==> config.mk <==
export PLATFORM = sky130hd
export DESIGN_NAME = rms_dbfs_level_meter
export DESIGN_NICKNAME = d
export VERILOG_FILES = /design/src/hw/rtl/rdbm_pkg.sv /design/src/hw/rtl/rms_dbfs_level_meter.sv /design/src/hw/rtl/rdbm_accum.sv /design/src/hw/rtl/rdbm_ctrl.sv /design/src/hw/rtl/rdbm_dpath.sv
export SDC_FILE = /design/constraint.sdc
export NUM_CORES = 2
export LEC_CHECK = 0
export BUFFER_PORTS_ARGS = -buffer_cell sky130_fd_sc_hd__buf_4
export CORE_AREA = 3 3 400 402
export CTS_BUF_LIST = sky130_fd_sc_hd__clkbuf_16
export DETAILED_ROUTE_END_ITERATION = 16
export DIE_AREA = 0 0 403 405
export PLACE_DENSITY = 0.75
export RECOVER_POWER = 25
export SLEW_MARGIN = 5
export SYNTH_ARGS = -nofsm -noshare
export SYNTH_HDL_FRONTEND = slang
export SYNTH_HIERARCHICAL = 1
export SYNTH_SLANG_ARGS = --single-unit
==> constraint.sdc <==
create_clock -name i_clk -period 9.2 [get_ports i_clk]
set_input_delay 1.38 -clock i_clk [delete_from_list [all_inputs] [get_ports i_clk]]
set_output_delay 1.38 -clock i_clk [all_outputs]
set_load 0.05 [all_outputs]
==> src/hw/rtl/rdbm_pkg.sv <==
`default_nettype none

package rdbm_pkg;

    localparam int LVL_W         = 16;
    localparam int LOG_FRAC_BITS = 16;
    localparam int K_W           = $clog2(LOG_FRAC_BITS);
    localparam int MANT_W        = 31;
    localparam int NORM_STEP     = 8;

    localparam int DB_W = 34;
    localparam logic [DB_W-1:0] DB_PER_OCT = 34'd12929139865;
    localparam int DB_FRAC_SHIFT = 32;

    localparam int DB_OFFSET = 43 * 65536;
    localparam int DB_SPAN   = 40 * 65536;

    // The level numerator n is below DB_SPAN here, so it fits in N_LO_W bits.
    localparam int N_LO_W      = 22;
    localparam int X_W         = N_LO_W + LVL_W;
    localparam int SCALE_SHIFT = 19;
    localparam int Y_W         = X_W - SCALE_SHIFT;

    localparam int RECIP_W     = 22;
    localparam logic [RECIP_W-1:0] RECIP5 = 22'd3355444;
    localparam int RECIP_SHIFT = 24;
    localparam int Q_W         = Y_W + RECIP_W;

    typedef enum logic [1:0] {
        SEL_CNT   = 2'd0,
        SEL_LEFT  = 2'd1,
        SEL_RIGHT = 2'd2
    } t_sel;

    typedef struct packed {
        t_sel sel;
        logic load;
        logic norm;
        logic iter;
        logic store;
        logic mul;
        logic scale;
        logic recip;
        logic save;
        logic copy;
        logic out_load;
        logic release_snap;
    } t_cmd;

    typedef struct packed {
        logic norm_done;
        logic iter_last;
        logic out_busy;
    } t_dp_sts;

endpackage

`default_nettype wire

==> src/hw/rtl/rms_dbfs_level_meter.sv <==
// Throughput: one frame item per cycle; only a window-end item can be held off, and only
// while the levels of the previous window are still being computed or waiting to be taken.
// The result comes from the shared log2 unit (normalize steps, then 16 squaring steps per log),
// run in turn for count and left, and for right unless mono mode copies the left level.
// Reset (synchronous, active low) clears the sums, frame count, mono mode and all handshakes.
`default_nettype none

module rms_dbfs_level_meter #(
    parameter int MAX_WINDOW_FRAMES = 65536,
    parameter int SAMPLE_BITS       = 16
) (
    input  logic                       i_clk,
    input  logic                       i_rst_n,
    input  logic                       i_in_valid,
    output logic                       o_in_stall,
    input  logic [SAMPLE_BITS-1:0]     i_left_sample,
    input  logic [SAMPLE_BITS-1:0]     i_right_sample,
    input  logic                       i_window_end,
    output logic                       o_out_valid,
    input  logic                       i_out_stall,
    output logic [rdbm_pkg::LVL_W-1:0] o_left_level,
    output logic [rdbm_pkg::LVL_W-1:0] o_right_level,
    input  logic                       i_cfg_valid,
    output logic                       o_cfg_ready,
    input  logic                       i_cfg_data
);

    import rdbm_pkg::*;

    localparam int SUM_RAW = 2 * SAMPLE_BITS - 1 + $clog2(MAX_WINDOW_FRAMES);
    localparam int SUM_W   = (SUM_RAW > 64) ? 64 : SUM_RAW;
    localparam int CNT_W   = $clog2(MAX_WINDOW_FRAMES + 1);

    logic             r_mono;
    logic             w_snap_full;
    logic             w_snap_mono;
    logic [SUM_W-1:0] w_sum_l;
    logic [SUM_W-1:0] w_sum_r;
    logic [CNT_W-1:0] w_cnt;
    t_cmd             w_cmd;
    t_dp_sts          w_dp_sts;

    assign o_cfg_ready = 1'b1;

    always_ff @(posedge i_clk) begin
        if (!i_rst_n) begin
            r_mono <= 1'b0;
        end else if (i_cfg_valid && o_cfg_ready) begin
            r_mono <= i_cfg_data;
        end
    end

    rdbm_accum #(
        .SAMPLE_BITS       (SAMPLE_BITS),
        .MAX_WINDOW_FRAMES (MAX_WINDOW_FRAMES),
        .SUM_W             (SUM_W),
        .CNT_W             (CNT_W)
    ) u_accum (
        .i_clk       (i_clk),
        .i_rst_n     (i_rst_n),
        .i_valid     (i_in_valid),
        .i_left      (i_left_sample),
        .i_right     (i_right_sample),
        .i_end       (i_window_end),
        .i_mono      (r_mono),
        .i_release   (w_cmd.release_snap),
        .o_stall     (o_in_stall),
        .o_snap_full (w_snap_full),
        .o_snap_mono (w_snap_mono),
        .o_sum_l     (w_sum_l),
        .o_sum_r     (w_sum_r),
        .o_cnt       (w_cnt)
    );

    rdbm_ctrl u_ctrl (
        .i_clk       (i_clk),
        .i_rst_n     (i_rst_n),
        .i_snap_full (w_snap_full),
        .i_snap_mono (w_snap_mono),
        .i_dp_sts    (w_dp_sts),
        .o_cmd       (w_cmd)
    );

    rdbm_dpath #(
        .SAMPLE_BITS (SAMPLE_BITS),
        .SUM_W       (SUM_W),
        .CNT_W       (CNT_W)
    ) u_dpath (
        .i_clk         (i_clk),
        .i_rst_n       (i_rst_n),
        .i_cmd         (w_cmd),
        .i_sum_l       (w_sum_l),
        .i_sum_r       (w_sum_r),
        .i_cnt         (w_cnt),
        .i_out_stall   (i_out_stall),
        .o_sts         (w_dp_sts),
        .o_valid       (o_out_valid),
        .o_left_level  (o_left_level),
        .o_right_level (o_right_level)
    );

`ifndef NO_ASSERTIONS
    a_end_reaches_snapshot: assert property (@(posedge i_clk) disable iff (!i_rst_n)
        (i_in_valid && !o_in_stall && i_window_end) |=> ##1 w_snap_full)
        else $error("window-end item did not reach the snapshot");

    a_no_overwrite_result: assert property (@(posedge i_clk) disable iff (!i_rst_n)
        w_cmd.out_load |-> !(o_out_valid && i_out_stall))
        else $error("result register loaded while a stalled result is pending");

    a_release_when_full: assert property (@(posedge i_clk) disable iff (!i_rst_n)
        w_cmd.release_snap |-> w_snap_full)
        else $error("snapshot released while empty");
`endif

endmodule

`default_nettype wire

==> src/hw/rtl/rdbm_accum.sv <==
`default_nettype none

module rdbm_accum #(
    parameter int SAMPLE_BITS       = 16,
    parameter int MAX_WINDOW_FRAMES = 65536,
    parameter int SUM_W             = 47,
    parameter int CNT_W             = 17
) (
    input  logic                   i_clk,
    input  logic                   i_rst_n,
    input  logic                   i_valid,
    input  logic [SAMPLE_BITS-1:0] i_left,
    input  logic [SAMPLE_BITS-1:0] i_right,
    input  logic                   i_end,
    input  logic                   i_mono,
    input  logic                   i_release,
    output logic                   o_stall,
    output logic                   o_snap_full,
    output logic                   o_snap_mono,
    output logic [SUM_W-1:0]       o_sum_l,
    output logic [SUM_W-1:0]       o_sum_r,
    output logic [CNT_W-1:0]       o_cnt
);

    localparam int SQ_W = 2 * SAMPLE_BITS - 1;
    localparam logic [CNT_W-1:0] CNT_MAX = CNT_W'(MAX_WINDOW_FRAMES);

    logic                     accept;
    logic [SAMPLE_BITS-1:0]   mag_l;
    logic [SAMPLE_BITS-1:0]   mag_r;
    logic [2*SAMPLE_BITS-1:0] sq_l;
    logic [2*SAMPLE_BITS-1:0] sq_r;
    logic                     add_en;
    logic [CNT_W-1:0]         cnt_inc;
    logic [SUM_W:0]           add_l;
    logic [SUM_W:0]           add_r;
    logic [SUM_W-1:0]         sum_l_next;
    logic [SUM_W-1:0]         sum_r_next;

    logic                     r_p_valid;
    logic                     r_p_end;
    logic                     r_p_add;
    logic [SQ_W-1:0]          r_p_sq_l;
    logic [SQ_W-1:0]          r_p_sq_r;
    logic [CNT_W-1:0]         r_p_cnt;
    logic [CNT_W-1:0]         r_count;
    logic [CNT_W-1:0]         n_count;
    logic [SUM_W-1:0]         r_sum_l;
    logic [SUM_W-1:0]         r_sum_r;
    logic                     r_snap_full;
    logic                     r_snap_mono;
    logic [SUM_W-1:0]         r_snap_l;
    logic [SUM_W-1:0]         r_snap_r;
    logic [CNT_W-1:0]         r_snap_cnt;

    // A window-end item waits while the previous window still owns the snapshot.
    assign o_stall = i_end && (r_snap_full || (r_p_valid && r_p_end));
    assign accept  = i_valid && !o_stall;

    assign mag_l = i_left[SAMPLE_BITS-1]  ? (~i_left + 1'b1)  : i_left;
    assign mag_r = i_right[SAMPLE_BITS-1] ? (~i_right + 1'b1) : i_right;
    assign sq_l  = mag_l * mag_l;
    assign sq_r  = mag_r * mag_r;

    assign add_en  = r_count < CNT_MAX;
    assign cnt_inc = r_count + CNT_W'(add_en);
    assign n_count = i_end ? '0 : cnt_inc;

    assign add_l      = {1'b0, r_sum_l} + (SUM_W+1)'(r_p_sq_l);
    assign add_r      = {1'b0, r_sum_r} + (SUM_W+1)'(r_p_sq_r);
    assign sum_l_next = !r_p_add ? r_sum_l : (add_l[SUM_W] ? '1 : add_l[SUM_W-1:0]);
    assign sum_r_next = !r_p_add ? r_sum_r : (add_r[SUM_W] ? '1 : add_r[SUM_W-1:0]);

    always_ff @(posedge i_clk) begin
        if (!i_rst_n) begin
            r_p_valid <= 1'b0;
            r_count   <= '0;
        end else begin
            r_p_valid <= accept;
            if (accept) begin
                r_count <= n_count;
            end
        end
    end

    always_ff @(posedge i_clk) begin
        if (accept) begin
            r_p_end  <= i_end;
            r_p_add  <= add_en;
            r_p_sq_l <= sq_l[SQ_W-1:0];
            r_p_sq_r <= sq_r[SQ_W-1:0];
            r_p_cnt  <= cnt_inc;
        end
    end

    always_ff @(posedge i_clk) begin
        if (!i_rst_n) begin
            r_sum_l     <= '0;
            r_sum_r     <= '0;
            r_snap_full <= 1'b0;
        end else begin
            if (r_p_valid) begin
                if (r_p_end) begin
                    r_sum_l     <= '0;
                    r_sum_r     <= '0;
                    r_snap_full <= 1'b1;
                end else begin
                    r_sum_l <= sum_l_next;
                    r_sum_r <= sum_r_next;
                end
            end
            if (i_release) begin
                r_snap_full <= 1'b0;
            end
        end
    end

    always_ff @(posedge i_clk) begin
        if (r_p_valid && r_p_end) begin
            r_snap_l    <= sum_l_next;
            r_snap_r    <= sum_r_next;
            r_snap_cnt  <= r_p_cnt;
            r_snap_mono <= i_mono;
        end
    end

    assign o_snap_full = r_snap_full;
    assign o_snap_mono = r_snap_mono;
    assign o_sum_l     = r_snap_l;
    assign o_sum_r     = r_snap_r;
    assign o_cnt       = r_snap_cnt;

endmodule

`default_nettype wire

==> src/hw/rtl/rdbm_ctrl.sv <==
`default_nettype none

module rdbm_ctrl (
    input  logic              i_clk,
    input  logic              i_rst_n,
    input  logic              i_snap_full,
    input  logic              i_snap_mono,
    input  rdbm_pkg::t_dp_sts i_dp_sts,
    output rdbm_pkg::t_cmd    o_cmd
);

    import rdbm_pkg::*;

    typedef enum logic [9:0] {
        S_IDLE  = 10'b0000000001,
        S_LOAD  = 10'b0000000010,
        S_NORM  = 10'b0000000100,
        S_ITER  = 10'b0000001000,
        S_STORE = 10'b0000010000,
        S_MUL   = 10'b0000100000,
        S_SCALE = 10'b0001000000,
        S_RECIP = 10'b0010000000,
        S_SAVE  = 10'b0100000000,
        S_OUT   = 10'b1000000000
    } t_state;

    t_state r_state;
    t_state n_state;
    t_sel   r_sel;
    t_sel   n_sel;

    always_ff @(posedge i_clk) begin
        if (!i_rst_n) begin
            r_state <= S_IDLE;
            r_sel   <= SEL_CNT;
        end else begin
            r_state <= n_state;
            r_sel   <= n_sel;
        end
    end

    always_comb begin
        n_state = r_state;
        n_sel   = r_sel;
        o_cmd   = '0;
        o_cmd.sel = r_sel;
        case (r_state)
            S_IDLE: begin
                if (i_snap_full) begin
                    n_sel   = SEL_CNT;
                    n_state = S_LOAD;
                end
            end
            S_LOAD: begin
                o_cmd.load = 1'b1;
                n_state    = S_NORM;
            end
            S_NORM: begin
                o_cmd.norm = 1'b1;
                if (i_dp_sts.norm_done) begin
                    n_state = S_ITER;
                end
            end
            S_ITER: begin
                o_cmd.iter = 1'b1;
                if (i_dp_sts.iter_last) begin
                    n_state = S_STORE;
                end
            end
            S_STORE: begin
                o_cmd.store = 1'b1;
                if (r_sel == SEL_CNT) begin
                    n_sel   = SEL_LEFT;
                    n_state = S_LOAD;
                end else begin
                    n_state = S_MUL;
                end
            end
            S_MUL: begin
                o_cmd.mul = 1'b1;
                n_state   = S_SCALE;
            end
            S_SCALE: begin
                o_cmd.scale = 1'b1;
                n_state     = S_RECIP;
            end
            S_RECIP: begin
                o_cmd.recip = 1'b1;
                n_state     = S_SAVE;
            end
            S_SAVE: begin
                o_cmd.save = 1'b1;
                o_cmd.copy = i_snap_mono && (r_sel == SEL_LEFT);
                if (r_sel == SEL_LEFT && !i_snap_mono) begin
                    n_sel   = SEL_RIGHT;
                    n_state = S_LOAD;
                end else begin
                    n_state = S_OUT;
                end
            end
            S_OUT: begin
                if (!i_dp_sts.out_busy) begin
                    o_cmd.out_load     = 1'b1;
                    o_cmd.release_snap = 1'b1;
                    n_state            = S_IDLE;
                end
            end
            default: begin
                n_state = S_IDLE;
            end
        endcase
    end

endmodule

`default_nettype wire

==> src/hw/rtl/rdbm_dpath.sv <==
`default_nettype none

module rdbm_dpath #(
    parameter int SAMPLE_BITS = 16,
    parameter int SUM_W       = 47,
    parameter int CNT_W       = 17
) (
    input  logic                       i_clk,
    input  logic                       i_rst_n,
    input  rdbm_pkg::t_cmd             i_cmd,
    input  logic [SUM_W-1:0]           i_sum_l,
    input  logic [SUM_W-1:0]           i_sum_r,
    input  logic [CNT_W-1:0]           i_cnt,
    input  logic                       i_out_stall,
    output rdbm_pkg::t_dp_sts          o_sts,
    output logic                       o_valid,
    output logic [rdbm_pkg::LVL_W-1:0] o_left_level,
    output logic [rdbm_pkg::LVL_W-1:0] o_right_level
);

    import rdbm_pkg::*;

    localparam int LOG_W   = (SUM_W > MANT_W) ? SUM_W : MANT_W;
    localparam int SH_W    = $clog2(LOG_W);
    localparam int LOG_V_W = SH_W + LOG_FRAC_BITS;
    localparam int L_W     = LOG_V_W + 2;
    localparam int MP_W    = L_W + DB_W;
    localparam int DBM_W   = MP_W - DB_FRAC_SHIFT;
    localparam int N_W     = DBM_W + 2;
    localparam logic signed [L_W-1:0] LOG_OFS =
        L_W'((2 * (SAMPLE_BITS - 1)) * (2 ** LOG_FRAC_BITS));
    localparam logic [SH_W-1:0] MSB_TOP = SH_W'(LOG_W - 1);
    localparam logic [K_W-1:0]  K_LAST  = K_W'(LOG_FRAC_BITS - 1);

    logic [LOG_W-1:0]         opnd;
    logic                     opnd_zero;
    logic [2*MANT_W-1:0]      sq;
    logic [MANT_W:0]          sq_top;
    logic [LOG_V_W-1:0]       log_val;
    logic signed [L_W-1:0]    l_val;
    logic [L_W-1:0]           l_mag;
    logic [MP_W-1:0]          db_prod;
    logic signed [N_W-1:0]    db_s;
    logic signed [N_W-1:0]    n_val;
    logic [N_LO_W-1:0]        n_lo;
    logic [X_W-1:0]           x_val;
    logic [LVL_W-1:0]         lvl;

    logic [LOG_W-1:0]         r_norm;
    logic [SH_W-1:0]          r_shift;
    logic [MANT_W-1:0]        r_m;
    logic [LOG_FRAC_BITS-1:0] r_frac;
    logic [K_W-1:0]           r_k;
    logic [LOG_V_W-1:0]       r_lcnt;
    logic [LOG_V_W-1:0]       r_lsum;
    logic                     r_sum_zero;
    logic [DBM_W-1:0]         r_db_mag;
    logic                     r_db_neg;
    logic                     r_lo;
    logic                     r_hi;
    logic [Y_W-1:0]           r_y;
    logic [Q_W-1:0]           r_q;
    logic [LVL_W-1:0]         r_lvl_l;
    logic [LVL_W-1:0]         r_lvl_r;
    logic                     r_o_valid;
    logic [LVL_W-1:0]         r_o_left;
    logic [LVL_W-1:0]         r_o_right;

    always_comb begin
        case (i_cmd.sel)
            SEL_CNT:   opnd = LOG_W'(i_cnt);
            SEL_LEFT:  opnd = LOG_W'(i_sum_l);
            SEL_RIGHT: opnd = LOG_W'(i_sum_r);
            default:   opnd = '0;
        endcase
    end
    assign opnd_zero = (opnd == '0);

    assign sq      = r_m * r_m;
    assign sq_top  = sq[2*MANT_W-1 -: MANT_W+1];
    assign log_val = {MSB_TOP - r_shift, r_frac};

    assign l_val   = $signed({2'b00, r_lsum}) - $signed({2'b00, r_lcnt}) - LOG_OFS;
    assign l_mag   = l_val[L_W-1] ? L_W'(-l_val) : L_W'(l_val);
    assign db_prod = MP_W'(l_mag) * MP_W'(DB_PER_OCT);

    assign db_s  = $signed(N_W'(r_db_mag));
    assign n_val = (r_db_neg ? -db_s : db_s) + N_W'(DB_OFFSET);
    assign n_lo  = n_val[N_LO_W-1:0];
    assign x_val = {n_lo, LVL_W'(0)} - X_W'(n_lo);

    assign lvl = (r_sum_zero || r_lo) ? '0 :
                 r_hi ? '1 : r_q[RECIP_SHIFT +: LVL_W];

    always_ff @(posedge i_clk) begin
        if (i_cmd.load) begin
            r_norm  <= opnd_zero ? LOG_W'(1) : opnd;
            r_shift <= '0;
            if (i_cmd.sel != SEL_CNT) begin
                r_sum_zero <= opnd_zero;
            end
        end else if (i_cmd.norm) begin
            if (r_norm[LOG_W-1]) begin
                r_m    <= r_norm[LOG_W-1 -: MANT_W];
                r_frac <= '0;
                r_k    <= '0;
            end else if (r_norm[LOG_W-1 -: NORM_STEP] == '0) begin
                r_norm  <= r_norm << NORM_STEP;
                r_shift <= r_shift + SH_W'(NORM_STEP);
            end else begin
                r_norm  <= r_norm << 1;
                r_shift <= r_shift + 1'b1;
            end
        end else if (i_cmd.iter) begin
            r_m    <= sq_top[MANT_W] ? sq_top[MANT_W:1] : sq_top[MANT_W-1:0];
            r_frac <= {r_frac[LOG_FRAC_BITS-2:0], sq_top[MANT_W]};
            r_k    <= r_k + 1'b1;
        end else if (i_cmd.store) begin
            if (i_cmd.sel == SEL_CNT) begin
                r_lcnt <= log_val;
            end else begin
                r_lsum <= log_val;
            end
        end else if (i_cmd.mul) begin
            r_db_mag <= db_prod[MP_W-1:DB_FRAC_SHIFT];
            r_db_neg <= l_val[L_W-1];
        end else if (i_cmd.scale) begin
            r_lo <= n_val[N_W-1] || (n_val == '0);
            r_hi <= !n_val[N_W-1] && (n_val >= N_W'(DB_SPAN));
            r_y  <= x_val[X_W-1 -: Y_W];
        end else if (i_cmd.recip) begin
            r_q <= Q_W'(r_y) * Q_W'(RECIP5);
        end else if (i_cmd.save) begin
            if (i_cmd.sel == SEL_RIGHT) begin
                r_lvl_r <= lvl;
            end else begin
                r_lvl_l <= lvl;
                if (i_cmd.copy) begin
                    r_lvl_r <= lvl;
                end
            end
        end
    end

    always_ff @(posedge i_clk) begin
        if (!i_rst_n) begin
            r_o_valid <= 1'b0;
        end else if (i_cmd.out_load) begin
            r_o_valid <= 1'b1;
        end else if (r_o_valid && !i_out_stall) begin
            r_o_valid <= 1'b0;
        end
    end

    always_ff @(posedge i_clk) begin
        if (i_cmd.out_load) begin
            r_o_left  <= r_lvl_l;
            r_o_right <= r_lvl_r;
        end
    end

    assign o_sts.norm_done = r_norm[LOG_W-1];
    assign o_sts.iter_last = (r_k == K_LAST);
    assign o_sts.out_busy  = r_o_valid && i_out_stall;

    assign o_valid       = r_o_valid;
    assign o_left_level  = r_o_left;
    assign o_right_level = r_o_right;

endmodule

`default_nettype wire
# Word level (Yosys, flattened, before mapping)
# Index checks and enable logic that the tools add are counted.
[classes] n_eq_ne=21 n_lt_le_gt_ge=2 n_reduce_logical=40 bitwise=13 muxes=55 n_mul=5 addsub=15
[ops] op="two-way mux 47 bit" n=11
[ops] op="two-way mux 16 bit" n=9
[ops] op="one-hot mux 47 bit (3 select lines)" n=1
[ops] op="two-way mux 31 bit" n=4
[ops] op="one-hot mux 10 bit (10 select lines)" n=1
[ops] op="adder 47 x 31 -> 48 bit" n=2
[ops] op="multiplier 16 x 16 -> 31 bit" n=2
[ops] op="multiplier 31 x 31 -> 62 bit" n=1
[ops] op="multiplier 24 x 34 -> 58 bit (second input constant)" n=1
[ops] op="two-way mux 10 bit" n=5
[ops] op="logical NOT 47 bit" n=1
[ops] op="multiplier 19 x 20 -> 38 bit (second input constant)" n=1
[ops] op="subtractor 38 x 22 -> 38 bit" n=1
[ops] op="adder 16 x 1 -> 16 bit (second input constant)" n=2
[ops] op="NOT 16 bit" n=2
[ops] op="adder 28 x 23 -> 28 bit (second input constant)" n=1
[ops] op=">= comparator 28 x 23 -> 1 bit (second input constant)" n=1
[ops] op="logical NOT 28 bit" n=1
[ops] op="two-way mux 28 bit" n=1
[ops] op="negation 26 -> 28 bit" n=1
[ops] op="two-way mux 24 bit" n=1
[ops] op="negation 24 bit" n=1
[ops] op="subtractor 24 x 22 -> 24 bit (second input constant)" n=1
[ops] op="subtractor 22 x 22 -> 23 bit" n=1
[ops] op="43 further kinds" n=98
[word_totals] in_bits=39 out_inout_bits=35 word_cells=188 ff_bits=619

# Logic depth before layout (Yosys ltp)
[logic_depth] depth_word=5 mapped_depth=45 depth_no_buf=43

# Hierarchy
# Netlist, hierarchy kept.
[by_module_without_submodules] module="rdbm_dpath" n_inst=1 cells_per_inst=5589 seq_area_each_um2=8277.9 area_each_um2=55777.2
[by_module_without_submodules] module="rdbm_accum" n_inst=1 cells_per_inst=3077 seq_area_each_um2=7997.7 area_each_um2=29230.5
[by_module_without_submodules] module="rdbm_ctrl" n_inst=1 cells_per_inst=93 seq_area_each_um2=240.2 area_each_um2=842.1
[by_module_without_submodules] module="rms_dbfs_level_meter" n_inst=1 cells_per_inst=5 seq_area_each_um2=20.0 area_each_um2=47.5

# Least setup slack after synthesis
# OpenSTA, ideal clock, no wires.
[synth_timing] path_type="reg2reg" start="register u_dpath.r_lsum[1]" end="register u_dpath.r_db_mag[25] (data pin)" setup_time_ns=0.266 slack_ns=-0.167 stages_incl_launch_ff=41 t_required_ns=8.934 period_less_slack_ns=9.367 n_path_buf=2 arrival_time_ns=9.101 path_cell_list="edfxtp_1 -> ha_1 -> nor2b_1 -> o21a_1 -> o31a_1 -> o311a_1 -> or2_1 -> nor2_1 -> xnor2_2 -> ha_1 -> nand2_1 -> nor2_1 -> o21a_1 -> buf_4 -> inv_2 -> buf_4 -> nand2_1 -> xor2_1 -> [... 5 more ...] -> inv_1 -> fa_1 -> inv_1 -> fa_1 -> fa_1 -> ha_1 -> nand3_1 -> nor3_1 -> o211ai_1 -> o21bai_1 -> and4_1 -> a211o_1 -> a21oi_1 -> o2111ai_1 -> nand3b_1 -> nand2_1 -> a2111oi_2 -> xnor2_1"
[synth_via] elab_chain_len=5
[synth_rtl] element="start, declared" line="rdbm_dpath.sv:55" text="logic [LOG_V_W-1:0] r_lsum;"
[synth_rtl] element="start signal, assigned" line="rdbm_dpath.sv:122" text="r_lsum <= log_val;"
[synth_rtl] element="subtractor 22 x 22 -> 23 bit *" line="rdbm_dpath.sv:83" text="assign l_val = $signed({2'b00, r_lsum}) - $signed({2'b00, r_lcnt}) - LOG_OFS;"
[synth_rtl] element="subtractor 24 x 22 -> 24 bit *" line="rdbm_dpath.sv:83"
[synth_rtl] element="via u_dpath.l_val[23]" line="rdbm_dpath.sv:40" text="logic signed [L_W-1:0] l_val;"
[synth_rtl] element="negation 24 bit" line="rdbm_dpath.sv:84" text="assign l_mag = l_val[L_W-1] ? L_W'(-l_val) : L_W'(l_val);"
[synth_rtl] element="two-way mux 24 bit *" line="rdbm_dpath.sv:84"
[synth_rtl] element="multiplier 24 x 34 -> 58 bit *" line="rdbm_dpath.sv:85" text="assign db_prod = MP_W'(l_mag) * MP_W'(DB_PER_OCT);"
[synth_rtl] element="via u_dpath.db_prod[57]" line="rdbm_dpath.sv:42" text="logic [MP_W-1:0] db_prod;"
[synth_rtl] element="end signal, assigned" line="rdbm_dpath.sv:125" text="r_db_mag <= db_prod[MP_W-1:DB_FRAC_SHIFT];"
[synth_rtl] element="end, declared" line="rdbm_dpath.sv:57" text="logic [DBM_W-1:0] r_db_mag;"
# Mark *: on every way through the listed nets, which the timed path passes. The rest lies on a longest branch.
# A chain may end at the register's enable or synchronous reset.

# Worst setup path in the final report
[layout_timing] start="register u_dpath.r_lsum[1]" end="register u_dpath.r_db_mag[24] (data pin)"
[layout_via] elab_chain_len=5
[layout_rtl] element="subtractor 22 x 22 -> 23 bit *" line="rdbm_dpath.sv:83"
[layout_rtl] element="subtractor 24 x 22 -> 24 bit *" line="rdbm_dpath.sv:83"
[layout_rtl] element="negation 24 bit" line="rdbm_dpath.sv:84"
[layout_rtl] element="two-way mux 24 bit *" line="rdbm_dpath.sv:84"
[layout_rtl] element="multiplier 24 x 34 -> 58 bit *" line="rdbm_dpath.sv:85"
[layout_rtl] element="via u_dpath.db_prod[56]" line="rdbm_dpath.sv:42"
# Marked as above.

==> results.cfg <==
[status]
status = complete, but fails checks
violations = max-capacitance violations, max-slew violations, negative setup slack

[worst_setup_path]
reg2reg_depth = 38
cp.arrival_ps = 9660
cp_slowest_cell = fa_1
r2r_start = u_dpath/r_lsum[1]$_DFFE_PP_
worstPathMaxFanout = 5
worstSetupStartpointType = flip-flop
cpMostUsedCell = buf_4
cp-end-kind = flip-flop
required_ps = 9600
path_class = flip-flop to flip-flop
worstReg2RegEnd = u_dpath/r_db_mag[24]$_DFFE_PP_
rrSetupSlack_ps = -70
max_stage_delay_ps = 510

[min_path]
min_path_type = flip-flop to flip-flop
hold_depth = 0
hold_start = u_dpath/r_lvl_r[5]$_DFFE_PP_
hold_end = u_dpath/o_right_level[5]$_DFFE_PP_

[clocking]
cts_tree = yes
cts_root_buffer = clkbuf_16
clkLatencyLatePin_ps = 690
cts.path.max_buffers = 3
cts_buffers = 66
htreeDepth = 3
hold_buffers = 0
cts_sinks = 595
clk_pin_slew_ps = 60

[grt]
grt_util_all_layers_pct = 27.5
first_global_vias = 67047
overflow = 0
grt_max_degree = 96
grt_pass1_wl_um = 356000
antenna_found_initial = 2

[timing]
fin_skew_ps = 45.9
hold_viol = 0
slew_violations = 300
finalCritPeriodShare_pct = 101
layout_setup_ws_ps = -69.0
fmax_mhz = 108
rsz0062_at_grt = yes
slew_headroom_pct = -210
whs_ps = 417
tightest_slew_ps = 4640
period_minus_slack_ps = 9270
final-setup-viol-count = 4

[logic_synthesis]
ys_seq_elements = 595
ys_warn_count = 6
ys_types = 125
synth_common_cells = inv_1 (1971), fa_1 (1354), ha_1 (995), nand2_1 (690), nor2_1 (477)
yosysTopAreaCell = fa_1
avgSynthCellArea_um2 = 9.80
synth_area_leaders = fa_1 (32%), edfxtp_1 (16%), ha_1 (14%)
netlist.area_leader.share_pct = 31.6
synthArstFlopShare_pct = 0
synth_most_common_cell = inv_1
netlist_area_mm2 = 0.0859
synth_edf_count = 462
synth-main-ff-cell = edfxtp_1
syn_inst = 8764
synth_seq_area_share_pct = 19.3

[placed_design]
place_ws_ps = -524
placed_cells = 11123
globalplace.congestion = 0.975
port_buffers = 72
hpwl_um = 183000

[cells_and_area]
final_nets = 11560
fillers = 12898
area_growth_pct = 10.5
utilization_pct = 60.7
fin_cells = 11284
drive_gt1_share_pct = 9.77

[drt]
wl_per_cell_um = 19.4
avgViaCountPerCell = 5.54
drt_iter0_drc = 4651
dr_total_vias = 62531
wl_um = 219000
drc_errors = 0
dr.pass1.iters = 7
ant_nets = 0

[die]
start_util_pct = 54.9
core_area_mm2 = 0.156
die_h_um = 405
fp.dieW_um = 403
pin_count = 74
dieArea_mm2 = 0.163
rows = 145

[pwr]
power.total_mw = 34.1
ir_drop_mv = 0.686
power_density_mw_per_mm2 = 359
p_leak_nw = 47.0

[job]
maxCapViolCount = 6
cell type report:
class,count,area (um2),area share [%]
Timing Repair Buffer,569,4340,4.58
Clock buffer,68,1700,1.79
Inverter,1994,7500,7.90
Multi-Input combinational cell,5946,61500,64.8
Tap cell,2058,2570,2.71
Sequential cell,595,16500,17.4
Antenna cell,1,2.50,0.00264
Clock inverter,53,703,0.741
where the power goes:
group	total [mW]	internal (mW)	switching (mW)
clock network	2.88	1.69	1.19
logic	27.0	11.4	15.5
registers	4.27	4.14	0.131
routing by layer:
| layer | GRT usage (%) | routed length, um | vias up |
|---|---|---|---|
| li1 | - | - | 28823 |
| met2 | 46.7 | 107000 | 2227 |
| met4 | 9.65 | 8510 | 0 |
| met1 | 36.3 | 89300 | 31053 |
| met5 | 0 | 0 | - |
| met3 | 3.72 | 14700 | 428 |
worst max path at each step:
stage                                startpoint                        endpoint  slack (ps)  cells past startpoint
floorplan           u_dpath/r_lsum[1]$_DFFE_PP_  u_dpath/r_db_mag[25]$_DFFE_PP_          30                     42
global placement    u_dpath/r_lsum[0]$_DFFE_PP_  u_dpath/r_db_mag[13]$_DFFE_PP_        -540                     39
detailed placement  u_dpath/r_lsum[0]$_DFFE_PP_  u_dpath/r_db_mag[25]$_DFFE_PP_        -520                     41
CTS                 u_dpath/r_lsum[1]$_DFFE_PP_  u_dpath/r_db_mag[25]$_DFFE_PP_        -110                     36
global route        u_dpath/r_lcnt[1]$_DFFE_PP_  u_dpath/r_db_mag[25]$_DFFE_PP_        -510                     38
finish              u_dpath/r_lsum[1]$_DFFE_PP_  u_dpath/r_db_mag[24]$_DFFE_PP_         -70                     38
repair_timing:
item,4_1_cts,5_1_grt
endpoints found under the setup margin,16,46
buffers inserted,13,28
resized for setup,64,35
pin swaps,43,48
critical path: cells and delay by family (launching register included):
kind | cells | cell delay (ps)
simple gates | 7 | 1270
flops | 1 | 400
fa+ha+maj | 8 | 3300
compound gates | 13 | 2830
xor+xnor | 2 | 210
buf+inv | 8 | 960
sequential cells by signal, indices dropped and copies added (netlist names), 19 cells and up:
| signal | flops |
|---|---|
| u_accum/o_sum_l | 47 |
| u_accum/o_sum_r | 47 |
| u_accum/r_p_sq_l | 30 |
| u_accum/r_p_sq_r | 30 |
| u_accum/r_sum_l | 47 |
| u_accum/r_sum_r | 47 |
| u_dpath/r_db_mag | 26 |
| u_dpath/r_lcnt | 22 |
| u_dpath/r_lsum | 22 |
| u_dpath/r_m | 31 |
| u_dpath/r_norm | 47 |
| u_dpath/r_y | 19 |
logic make-up after synthesis:
| kind of cell | after synthesis | synth area share (%) |
|---|---|---|
| other | 5 | 0.0219 |
| buffers and inverters | 2248 | 9.91 |
| adder cells (fa/ha/maj) | 2349 | 46.0 |
| AND/OR/NAND/NOR | 1907 | 10.7 |
| AO/OA/AOI/OAI | 1200 | 9.20 |
| multiplexers | 93 | 1.10 |
| flip-flops | 595 | 19.3 |
| XOR/XNOR | 367 | 3.80 |
through the flow:
stage,TNS (ps),instance area [um2]
final,-152,94900
after global routing,-5380,94900
after floorplan,0,86100
after detailed placement,-5550,91800
after CTS,-378,94600
after global placement,-5520,91800
cell usage in the layout (no fill, tap or decap), drive strengths merged, types with 30 or more instances in the layout:
cell,netlist,layout
nand3,90,90
nor2b,57,57
a211oi,33,33
o21ai,257,257
edfxtp,462,462
nand2,695,695
o31ai,30,30
nand4,58,58
xnor2,236,236
and3,60,60
and2,205,205
a31oi,77,77
dfxtp,133,133
nor4,37,37
a21o,119,119
mux2i,80,80
ha,995,995
o21a,61,61
a22o,57,57
nor2,478,478
xor2,131,131
buf,40,560
nand2b,41,41
conb,5,30
a21oi,347,347
inv,1979,1997
clkbuf,214,77
clkinv,15,33
fa,1354,1354
nor3,70,70
Power figures use the tool's default switching activity.
